==> src/rtl/sm4_pkg.sv <==
// sm4_pkg: constants, state type, s-box table and round functions of the sm4 round engine
// no dependencies; used by the channel interfaces and sm4_block_cipher_rounds

package sm4_pkg;

	localparam int ROUNDS   = 32;
	localparam int RND_W    = $clog2(ROUNDS);
	localparam int KEY_SETS = 2;
	localparam int KEY_DEPTH = KEY_SETS * ROUNDS;
	localparam int KADDR_W  = $clog2(KEY_DEPTH);
	localparam int WORD_W   = 32;
	localparam int HALF_W   = 64;

	localparam logic CMD_KEY_WRITE = 1'b0;
	localparam logic CMD_CRYPT     = 1'b1;

	typedef enum logic {
		ST_IDLE,
		ST_RUN
	} sm4_state_t;

	localparam logic [7:0] SBOX [256] = '{
		8'hd6,8'h90,8'he9,8'hfe,8'hcc,8'he1,8'h3d,8'hb7,8'h16,8'hb6,8'h14,8'hc2,8'h28,8'hfb,8'h2c,8'h05,
		8'h2b,8'h67,8'h9a,8'h76,8'h2a,8'hbe,8'h04,8'hc3,8'haa,8'h44,8'h13,8'h26,8'h49,8'h86,8'h06,8'h99,
		8'h9c,8'h42,8'h50,8'hf4,8'h91,8'hef,8'h98,8'h7a,8'h33,8'h54,8'h0b,8'h43,8'hed,8'hcf,8'hac,8'h62,
		8'he4,8'hb3,8'h1c,8'ha9,8'hc9,8'h08,8'he8,8'h95,8'h80,8'hdf,8'h94,8'hfa,8'h75,8'h8f,8'h3f,8'ha6,
		8'h47,8'h07,8'ha7,8'hfc,8'hf3,8'h73,8'h17,8'hba,8'h83,8'h59,8'h3c,8'h19,8'he6,8'h85,8'h4f,8'ha8,
		8'h68,8'h6b,8'h81,8'hb2,8'h71,8'h64,8'hda,8'h8b,8'hf8,8'heb,8'h0f,8'h4b,8'h70,8'h56,8'h9d,8'h35,
		8'h1e,8'h24,8'h0e,8'h5e,8'h63,8'h58,8'hd1,8'ha2,8'h25,8'h22,8'h7c,8'h3b,8'h01,8'h21,8'h78,8'h87,
		8'hd4,8'h00,8'h46,8'h57,8'h9f,8'hd3,8'h27,8'h52,8'h4c,8'h36,8'h02,8'he7,8'ha0,8'hc4,8'hc8,8'h9e,
		8'hea,8'hbf,8'h8a,8'hd2,8'h40,8'hc7,8'h38,8'hb5,8'ha3,8'hf7,8'hf2,8'hce,8'hf9,8'h61,8'h15,8'ha1,
		8'he0,8'hae,8'h5d,8'ha4,8'h9b,8'h34,8'h1a,8'h55,8'had,8'h93,8'h32,8'h30,8'hf5,8'h8c,8'hb1,8'he3,
		8'h1d,8'hf6,8'he2,8'h2e,8'h82,8'h66,8'hca,8'h60,8'hc0,8'h29,8'h23,8'hab,8'h0d,8'h53,8'h4e,8'h6f,
		8'hd5,8'hdb,8'h37,8'h45,8'hde,8'hfd,8'h8e,8'h2f,8'h03,8'hff,8'h6a,8'h72,8'h6d,8'h6c,8'h5b,8'h51,
		8'h8d,8'h1b,8'haf,8'h92,8'hbb,8'hdd,8'hbc,8'h7f,8'h11,8'hd9,8'h5c,8'h41,8'h1f,8'h10,8'h5a,8'hd8,
		8'h0a,8'hc1,8'h31,8'h88,8'ha5,8'hcd,8'h7b,8'hbd,8'h2d,8'h74,8'hd0,8'h12,8'hb8,8'he5,8'hb4,8'hb0,
		8'h89,8'h69,8'h97,8'h4a,8'h0c,8'h96,8'h77,8'h7e,8'h65,8'hb9,8'hf1,8'h09,8'hc5,8'h6e,8'hc6,8'h84,
		8'h18,8'hf0,8'h7d,8'hec,8'h3a,8'hdc,8'h4d,8'h20,8'h79,8'hee,8'h5f,8'h3e,8'hd7,8'hcb,8'h39,8'h48
	};

	function automatic logic [WORD_W-1:0] rotl(input logic [WORD_W-1:0] v, input int n);
		rotl = (v << n) | (v >> (WORD_W - n));
	endfunction

	// linear diffusion map
	function automatic logic [WORD_W-1:0] lin_map(input logic [WORD_W-1:0] b);
		lin_map = b ^ rotl(b, 2) ^ rotl(b, 10) ^ rotl(b, 18) ^ rotl(b, 24);
	endfunction

	// byte-wise s-box then linear map
	function automatic logic [WORD_W-1:0] tau_l(input logic [WORD_W-1:0] v);
		logic [WORD_W-1:0] s;
		s = {SBOX[v[31:24]], SBOX[v[23:16]], SBOX[v[15:8]], SBOX[v[7:0]]};
		tau_l = lin_map(s);
	endfunction

endpackage

==> src/rtl/sm4_if.sv <==
// sm4_in_if, sm4_out_if: valid/ready channels carrying command beats and result beats
// depends on sm4_pkg for field widths

interface sm4_in_if;
	logic                          valid;
	logic                          ready;
	logic                          command;
	logic                          key_set;
	logic [sm4_pkg::RND_W-1:0]     key_index;
	logic [sm4_pkg::WORD_W-1:0]    key_value;
	logic [sm4_pkg::HALF_W-1:0]    block_high;
	logic [sm4_pkg::HALF_W-1:0]    block_low;

	modport source (
		output valid, command, key_set, key_index, key_value, block_high, block_low,
		input  ready
	);
	modport sink (
		input  valid, command, key_set, key_index, key_value, block_high, block_low,
		output ready
	);
endinterface

interface sm4_out_if;
	logic                          valid;
	logic                          ready;
	logic [sm4_pkg::HALF_W-1:0]    out_high;
	logic [sm4_pkg::HALF_W-1:0]    out_low;

	modport source (
		output valid, out_high, out_low,
		input  ready
	);
	modport sink (
		input  valid, out_high, out_low,
		output ready
	);
endinterface

==> src/rtl/sm4_block_cipher_rounds.sv <==
// sm4_block_cipher_rounds: sm4 round engine with a 64-entry round key memory
// depends on sm4_pkg and the channel interfaces in sm4_if.sv

// A key-write beat stores one 32-bit round key into set 0 (encrypt) or set 1
// (decrypt); the block stays ready for the next beat. A crypt beat takes the
// block and runs 32 rounds on one shared round unit (s-box plus linear map),
// one round per cycle except that the last round waits for room in the output
// register; the engine is not ready while the rounds run, and the next beat is
// taken once it is back in idle after the last round. The round key for each
// round is fetched into a register from the key memory ahead of that round.
// The result waits in an output register, so the next beat is taken while it
// is pending; a second block finishing before the first result is taken holds
// in its last round.
// Every key of the selected set must be written before a crypt beat uses it.

module sm4_block_cipher_rounds (
	input  logic         clk,
	input  logic         arst_n,
	sm4_in_if.sink       cmd,
	sm4_out_if.source    result
);

	sm4_pkg::sm4_state_t              state_q, state_d;
	logic [sm4_pkg::RND_W-1:0]        cnt_q;
	logic                             set_q;
	logic [sm4_pkg::WORD_W-1:0]       x0_q, x1_q, x2_q, x3_q;
	logic [sm4_pkg::WORD_W-1:0]       rk_q;
	logic [sm4_pkg::WORD_W-1:0]       key_mem_q [sm4_pkg::KEY_DEPTH];
	logic [sm4_pkg::HALF_W-1:0]       res_high_q, res_low_q;
	logic                             res_valid_q;

	logic                             accept;
	logic                             last;
	logic                             out_free;
	logic                             adv;
	logic                             rk_en;
	logic [sm4_pkg::KADDR_W-1:0]      rd_addr;
	logic [sm4_pkg::WORD_W-1:0]       nw;

	assign accept   = cmd.valid && cmd.ready;
	assign last     = (cnt_q == sm4_pkg::RND_W'(sm4_pkg::ROUNDS - 1));
	assign out_free = !res_valid_q || result.ready;
	assign nw       = x0_q ^ sm4_pkg::tau_l(x1_q ^ x2_q ^ x3_q ^ rk_q);

	always_ff @(posedge clk or negedge arst_n) begin
		if (!arst_n) begin
			state_q <= sm4_pkg::ST_IDLE;
		end else begin
			state_q <= state_d;
		end
	end

	always_comb begin
		state_d   = state_q;
		cmd.ready = 1'b0;
		adv       = 1'b0;
		unique case (state_q)
			sm4_pkg::ST_IDLE: begin
				cmd.ready = 1'b1;
				if (cmd.valid && cmd.command == sm4_pkg::CMD_CRYPT) begin
					state_d = sm4_pkg::ST_RUN;
				end
			end
			sm4_pkg::ST_RUN: begin
				// last round waits for room in the output register
				adv = !last || out_free;
				if (last && out_free) begin
					state_d = sm4_pkg::ST_IDLE;
				end
			end
			default: state_d = sm4_pkg::ST_IDLE;
		endcase
	end

	// key for the next round is fetched into rk_q ahead of that round
	assign rk_en   = (state_q == sm4_pkg::ST_IDLE) || adv;
	assign rd_addr = (state_q == sm4_pkg::ST_IDLE) ?
		{cmd.key_set, sm4_pkg::RND_W'(0)} :
		{set_q, sm4_pkg::RND_W'(cnt_q + 1'b1)};

	always_ff @(posedge clk) begin
		if (accept && cmd.command == sm4_pkg::CMD_KEY_WRITE) begin
			key_mem_q[{cmd.key_set, cmd.key_index}] <= cmd.key_value;
		end
		if (rk_en) begin
			rk_q <= key_mem_q[rd_addr];
		end
	end

	always_ff @(posedge clk or negedge arst_n) begin
		if (!arst_n) begin
			cnt_q <= '0;
			set_q <= 1'b0;
		end else if (accept) begin
			cnt_q <= '0;
			set_q <= cmd.key_set;
		end else if (adv) begin
			cnt_q <= sm4_pkg::RND_W'(cnt_q + 1'b1);
		end
	end

	always_ff @(posedge clk) begin
		if (accept) begin
			x0_q <= cmd.block_high[63:32];
			x1_q <= cmd.block_high[31:0];
			x2_q <= cmd.block_low[63:32];
			x3_q <= cmd.block_low[31:0];
		end else if (adv) begin
			x0_q <= x1_q;
			x1_q <= x2_q;
			x2_q <= x3_q;
			x3_q <= nw;
		end
	end

	// final words leave in reversed order
	always_ff @(posedge clk) begin
		if (adv && last) begin
			res_high_q <= {nw, x3_q};
			res_low_q  <= {x2_q, x1_q};
		end
	end

	always_ff @(posedge clk or negedge arst_n) begin
		if (!arst_n) begin
			res_valid_q <= 1'b0;
		end else if (adv && last) begin
			res_valid_q <= 1'b1;
		end else if (result.ready) begin
			res_valid_q <= 1'b0;
		end
	end

	assign result.valid    = res_valid_q;
	assign result.out_high = res_high_q;
	assign result.out_low  = res_low_q;

endmodule

==> src/flat_wrapper.sv <==
// flat-port wrapper written by rule: the top's interface ports become plain ports
module sm4_block_cipher_rounds_flat 
  (clk, arst_n, cmd_valid, cmd_command, cmd_key_set, cmd_key_index, cmd_key_value, cmd_block_high, cmd_block_low, cmd_ready, result_valid, result_out_high, result_out_low, result_ready);
  sm4_in_if cmd_i ();
  sm4_out_if result_i ();
  input  logic clk;
  input  logic arst_n;
  input wire logic [$bits(cmd_i.valid)-1:0] cmd_valid;
  input wire logic [$bits(cmd_i.command)-1:0] cmd_command;
  input wire logic [$bits(cmd_i.key_set)-1:0] cmd_key_set;
  input wire logic [$bits(cmd_i.key_index)-1:0] cmd_key_index;
  input wire logic [$bits(cmd_i.key_value)-1:0] cmd_key_value;
  input wire logic [$bits(cmd_i.block_high)-1:0] cmd_block_high;
  input wire logic [$bits(cmd_i.block_low)-1:0] cmd_block_low;
  output wire logic [$bits(cmd_i.ready)-1:0] cmd_ready;
  output wire logic [$bits(result_i.valid)-1:0] result_valid;
  output wire logic [$bits(result_i.out_high)-1:0] result_out_high;
  output wire logic [$bits(result_i.out_low)-1:0] result_out_low;
  input wire logic [$bits(result_i.ready)-1:0] result_ready;
  assign cmd_i.valid = cmd_valid;
  assign cmd_i.command = cmd_command;
  assign cmd_i.key_set = cmd_key_set;
  assign cmd_i.key_index = cmd_key_index;
  assign cmd_i.key_value = cmd_key_value;
  assign cmd_i.block_high = cmd_block_high;
  assign cmd_i.block_low = cmd_block_low;
  assign cmd_ready = cmd_i.ready;
  assign result_valid = result_i.valid;
  assign result_out_high = result_i.out_high;
  assign result_out_low = result_i.out_low;
  assign result_i.ready = result_ready;
  sm4_block_cipher_rounds u_core (.clk(clk), .arst_n(arst_n), .cmd(cmd_i), .result(result_i));
endmodule
==> config.mk <==
export PLATFORM = sky130hd
export DESIGN_NAME = sm4_block_cipher_rounds_flat
export DESIGN_NICKNAME = d
export VERILOG_FILES = /design/src/rtl/sm4_pkg.sv /design/src/rtl/sm4_if.sv /design/src/rtl/sm4_block_cipher_rounds.sv /design/src/flat_wrapper.sv
export SDC_FILE = /design/constraint.sdc
export NUM_CORES = 2
export LEC_CHECK = 0
export ABC_AREA = 0
export ABC_CLOCK_PERIOD_IN_PS = 7400
export BUFFER_PORTS_ARGS = -buffer_cell sky130_fd_sc_hd__buf_4
export CORE_UTILIZATION = 46
export DETAILED_ROUTE_END_ITERATION = 12
export GPL_TIMING_DRIVEN = 0
export RECOVER_POWER = 100
export SETUP_SLACK_MARGIN = 0.05
export SLEW_MARGIN = 20
export SYNTH_ARGS = -nofsm -noshare
export SYNTH_HDL_FRONTEND = slang
export SYNTH_SLANG_ARGS = --single-unit
==> constraint.sdc <==
create_clock -name clk -period 7.4 [get_ports clk]
set_input_delay 1.11 -clock clk [delete_from_list [all_inputs] [get_ports clk]]
set_output_delay 1.11 -clock clk [all_outputs]
set_load 0.005 [all_outputs]
==> results.md <==
* Run status: finished, violations left
* Failing checks: max-capacitance violations, max-slew violations
* Number of antenna violations at the first check in global routing at 29
* 1st-iter DRT viols at 13,482
* Achievable Freq at 136 MHz
* Remaining DRCs at 0
* Number of top-level pins at 301
* Number of vias after detailed routing at 83,601
* CTS clk-pin slew, worst paths at 0.06 ns
* #FFs+latches synth at 2,344
* Final Net Count at 9,562
* TritonCTS clock tree: built
* Worst slew margin relative to its limit at -2.06
* Final period utilization at 0.996
* RePlAce Congestion at 1.03
* Worst setup SP type: flip-flop
* Detail-routed via count per cell at 6.65
* Tightest Pin Transition at 4.59 ns
* Met3 Use GR at 0.0899
* Clock buffer count from CTS at 230
* Clk sink count at 2,344
* Clk Latency, worst-skew pair at 0.92 ns
* Pre-antenna DRT Iters at 12
* Count of yosys warnings during synthesis at 0
* RSZ-0062 raised after global routing: false
* Seq/Total Area, Yosys at 0.668
* Total Routing Usage GR at 0.381
* # placed instances at 12,128
* Hold Fails Final Rpt at 0
* Setup slack of the most critical reg-to-reg path at 0.03 ns
* Most area-hungry cell type in the Yosys netlist: edfxtp_1
* Instance count of the mapped netlist at 8,726
* IO Port Bufs at 296
* Buffer depth of the longest clock path at 3
* Top cells by area in the synthesized netlist: edfxtp_1 (67%), nand2_1 (7.6%), a311oi_1 (4.0%)
* Area growth syn-to-layout at 13.1%
* Total half-perimeter wirelength after legalization and detailed placement at 311,000 µm
* Global routing usage on met1 at 0.511
* Post-CTS Repair Setup Buffers at 0
* Cell Area, Synth at 105,000 µm²
* Non-filler instance count after layout at 12,569
* Floorplan core area at 227,000 µm²
* Final-layout setup total negative slack at 0 ns
* Final setup fails at 0
* Share of async-settable or async-resettable flops after synthesis at 0.00341
* Per-instance average area after synthesis at 12.1 µm²
* Fraction of final layout cells with drive strength greater than 1 at 0.0898
* Aggregate global routing overflow at 0
* WP data required at 8.01 ns
* Worst clock skew on the final layout at 0.0608 ns
* Share of the synthesized area in the top cell type at 0.666
* Logic depth of the worst register-to-register path at 15
* DIE AREA at 231,000 µm²
* Worst Path Class, Setup: flip-flop to flip-flop
* Width of the chip at 480 µm
* ANT nets after route at 0
* Number of flops mapped to enable cells by yosys at 2,336
* GR met2 Demand/Resource at 0.574
* Worst Path Max Fanout at 11
* Class of the tightest hold or removal check: input port to asynchronous set/reset pin
* Final core area utilization at 0.523
* Clock tree root driver cell: clkbuf_16
* Cts repair resizes at 0
* Initial core utilization at 0.463
* Top-count cell post-synth: edfxtp_1
* First-pass GRT wire length at 616,000 µm
* Quantity of hold-fixing buffers added after cts at 0
* Post-synth top flop: edfxtp_1
* Final-report max-slew violation count at 2,927
* Routed WL per cell at 35.7 µm
* Number of H-tree levels at 4
* Arrival @ worst endpoint at 7.98 ns
* Max cap viols at 72
* Die Y at 480 µm
* Largest net degree at the start of global routing at 85
* Most numerous cell types in the synthesized netlist: edfxtp_1 (2,336), nand2_1 (2,130), nand3_1 (601)
* Vias in the first global route at 77,740
* Total wire length after detailed routing at 449,000 µm
* Critical register-to-register path startpoint: u_core.rk_q[25]
* Library cells used by synthesis at 97
* Crit path time final at 7.37 ns
* End of the worst register-to-register path: u_core.x3_q[30]
* Synthesized netlist net count at 8,937
* Busiest layer in global routing: met2
* Floorplan row count at 175
* CP Capture Type: flip-flop
## worst max path at each step
stage	from	to	depth (start not counted)
after global placement	result_ready	u_core.result.out_high[55]	3
final	u_core.rk_q[25]	u_core.x3_q[30]	15
after CTS	u_core.rk_q[25]	u_core.x3_q[29]	15
after detailed placement	u_core.rk_q[25]	u_core.x3_q[29]	15
after global routing	u_core.rk_q[25]	u_core.x3_q[30]	16
after floorplan	result_ready	u_core.result.out_high[0]	2
## cells by family (layout without fill, tap and decap cells)
| family | Yosys count | after routing | share of synthesized area |
|---|---|---|---|
| simple gates | 3296 | 3296 | 0.130 |
| flops | 2344 | 2344 | 0.668 |
| compound gates | 1935 | 1935 | 0.131 |
| buf+inv | 753 | 1577 | 0.0293 |
| xor+xnor | 260 | 260 | 0.0246 |
| mux | 98 | 98 | 0.0118 |
| fa+ha+maj | 40 | 40 | 0.00476 |
| other cells | 0 | 10 | 0 |
## placed cells by master, fill, tap and decap left out, types with 32 or more instances in the layout
cell / Yosys / routed
buf_4: 25 / 158
clkbuf_1: 539 / 709
a21oi_1: 300 / 300
o211ai_1: 52 / 52
nand2_1: 2130 / 2130
a31oi_1: 146 / 146
xor2_1: 83 / 82
a311oi_1: 483 / 480
buf_1: 53 / 48
o21ai_0: 246 / 242
a221oi_1: 46 / 46
xnor2_1: 145 / 143
clkbuf_16: 0 / 232
mux2i_1: 44 / 45
nor2_1: 309 / 307
clkbuf_4: 0 / 107
ha_1: 40 / 40
clkinv_1: 5 / 62
buf_2: 95 / 95
mux2_2: 36 / 32
clkinv_2: 0 / 56
nand3_1: 601 / 601
edfxtp_1: 2336 / 2336
nor3_1: 124 / 124
o22ai_1: 258 / 258
a211oi_1: 84 / 84
o221ai_1: 36 / 36
## area by class of cell
class | count | area (µm²)
Antenna cell | 10 | 25.0
Multi-Input combinational cell | 5629 | 31900
Buffer | 718 | 2980
Clock buffer | 277 | 6030
Sequential cell | 2344 | 70300
Timing Repair Buffer | 393 | 2470
Inverter | 35 | 133
Tap cell | 3009 | 3760
Fill cell | 19791 | 108000
Clock inverter | 154 | 1380
## flip-flops by register name, summed over array words and instances, names as in the netlist, 5 cells and up
register and count:
u_core.rk_q 32, u_core.x1_q 32, u_core.cnt_q 5, u_core.result.out_high 64, u_core.x0_q 32, u_core.x3_q 32
u_core.key_mem_q 2048, u_core.x2_q 32, u_core.result.out_low 64
## critical path: stages (launching register included)
cell      delay (ns)
edfxtp_1        0.52
xor2_1          0.25
xnor2_1         0.41
clkbuf_1        0.52
clkbuf_1        0.74
ha_1            0.32
clkbuf_1        0.58
clkbuf_1        0.71
o22ai_1         0.14
o31ai_1         0.33
o32ai_1         0.24
mux2i_1         1.08
xnor2_1         0.44
xnor2_1         0.26
xnor2_1         0.17
mux2_2          0.35
## metal layers
metal  vias up  part of all wire  wire length (µm)
li1      34524                 -                 -
met1     41512              0.38            170000
met2      6293              0.43            195000
met3      1264              0.12             53500
met4         8             0.067             29900
met5         -           0.00014                61
## per-stage QoR
| step | area, µm² | setup WS [ns] | hold WS (ns) |
|---|---|---|---|
| global placement | 111000 | -2.82 | 0.481 |
| detailed placement | 114000 | 0.605 | 0.483 |
| floorplan | 105000 | 0.246 | 0.446 |
| global route | 119000 | 0.210 | 0.272 |
| finish | 119000 | 0.0298 | 0.287 |
| CTS | 122000 | 0.576 | 0.0139 |
Power is left out: the tool's default activity adds up to more than one toggle a clock period on the data nets, which glitch-free logic cannot reach.
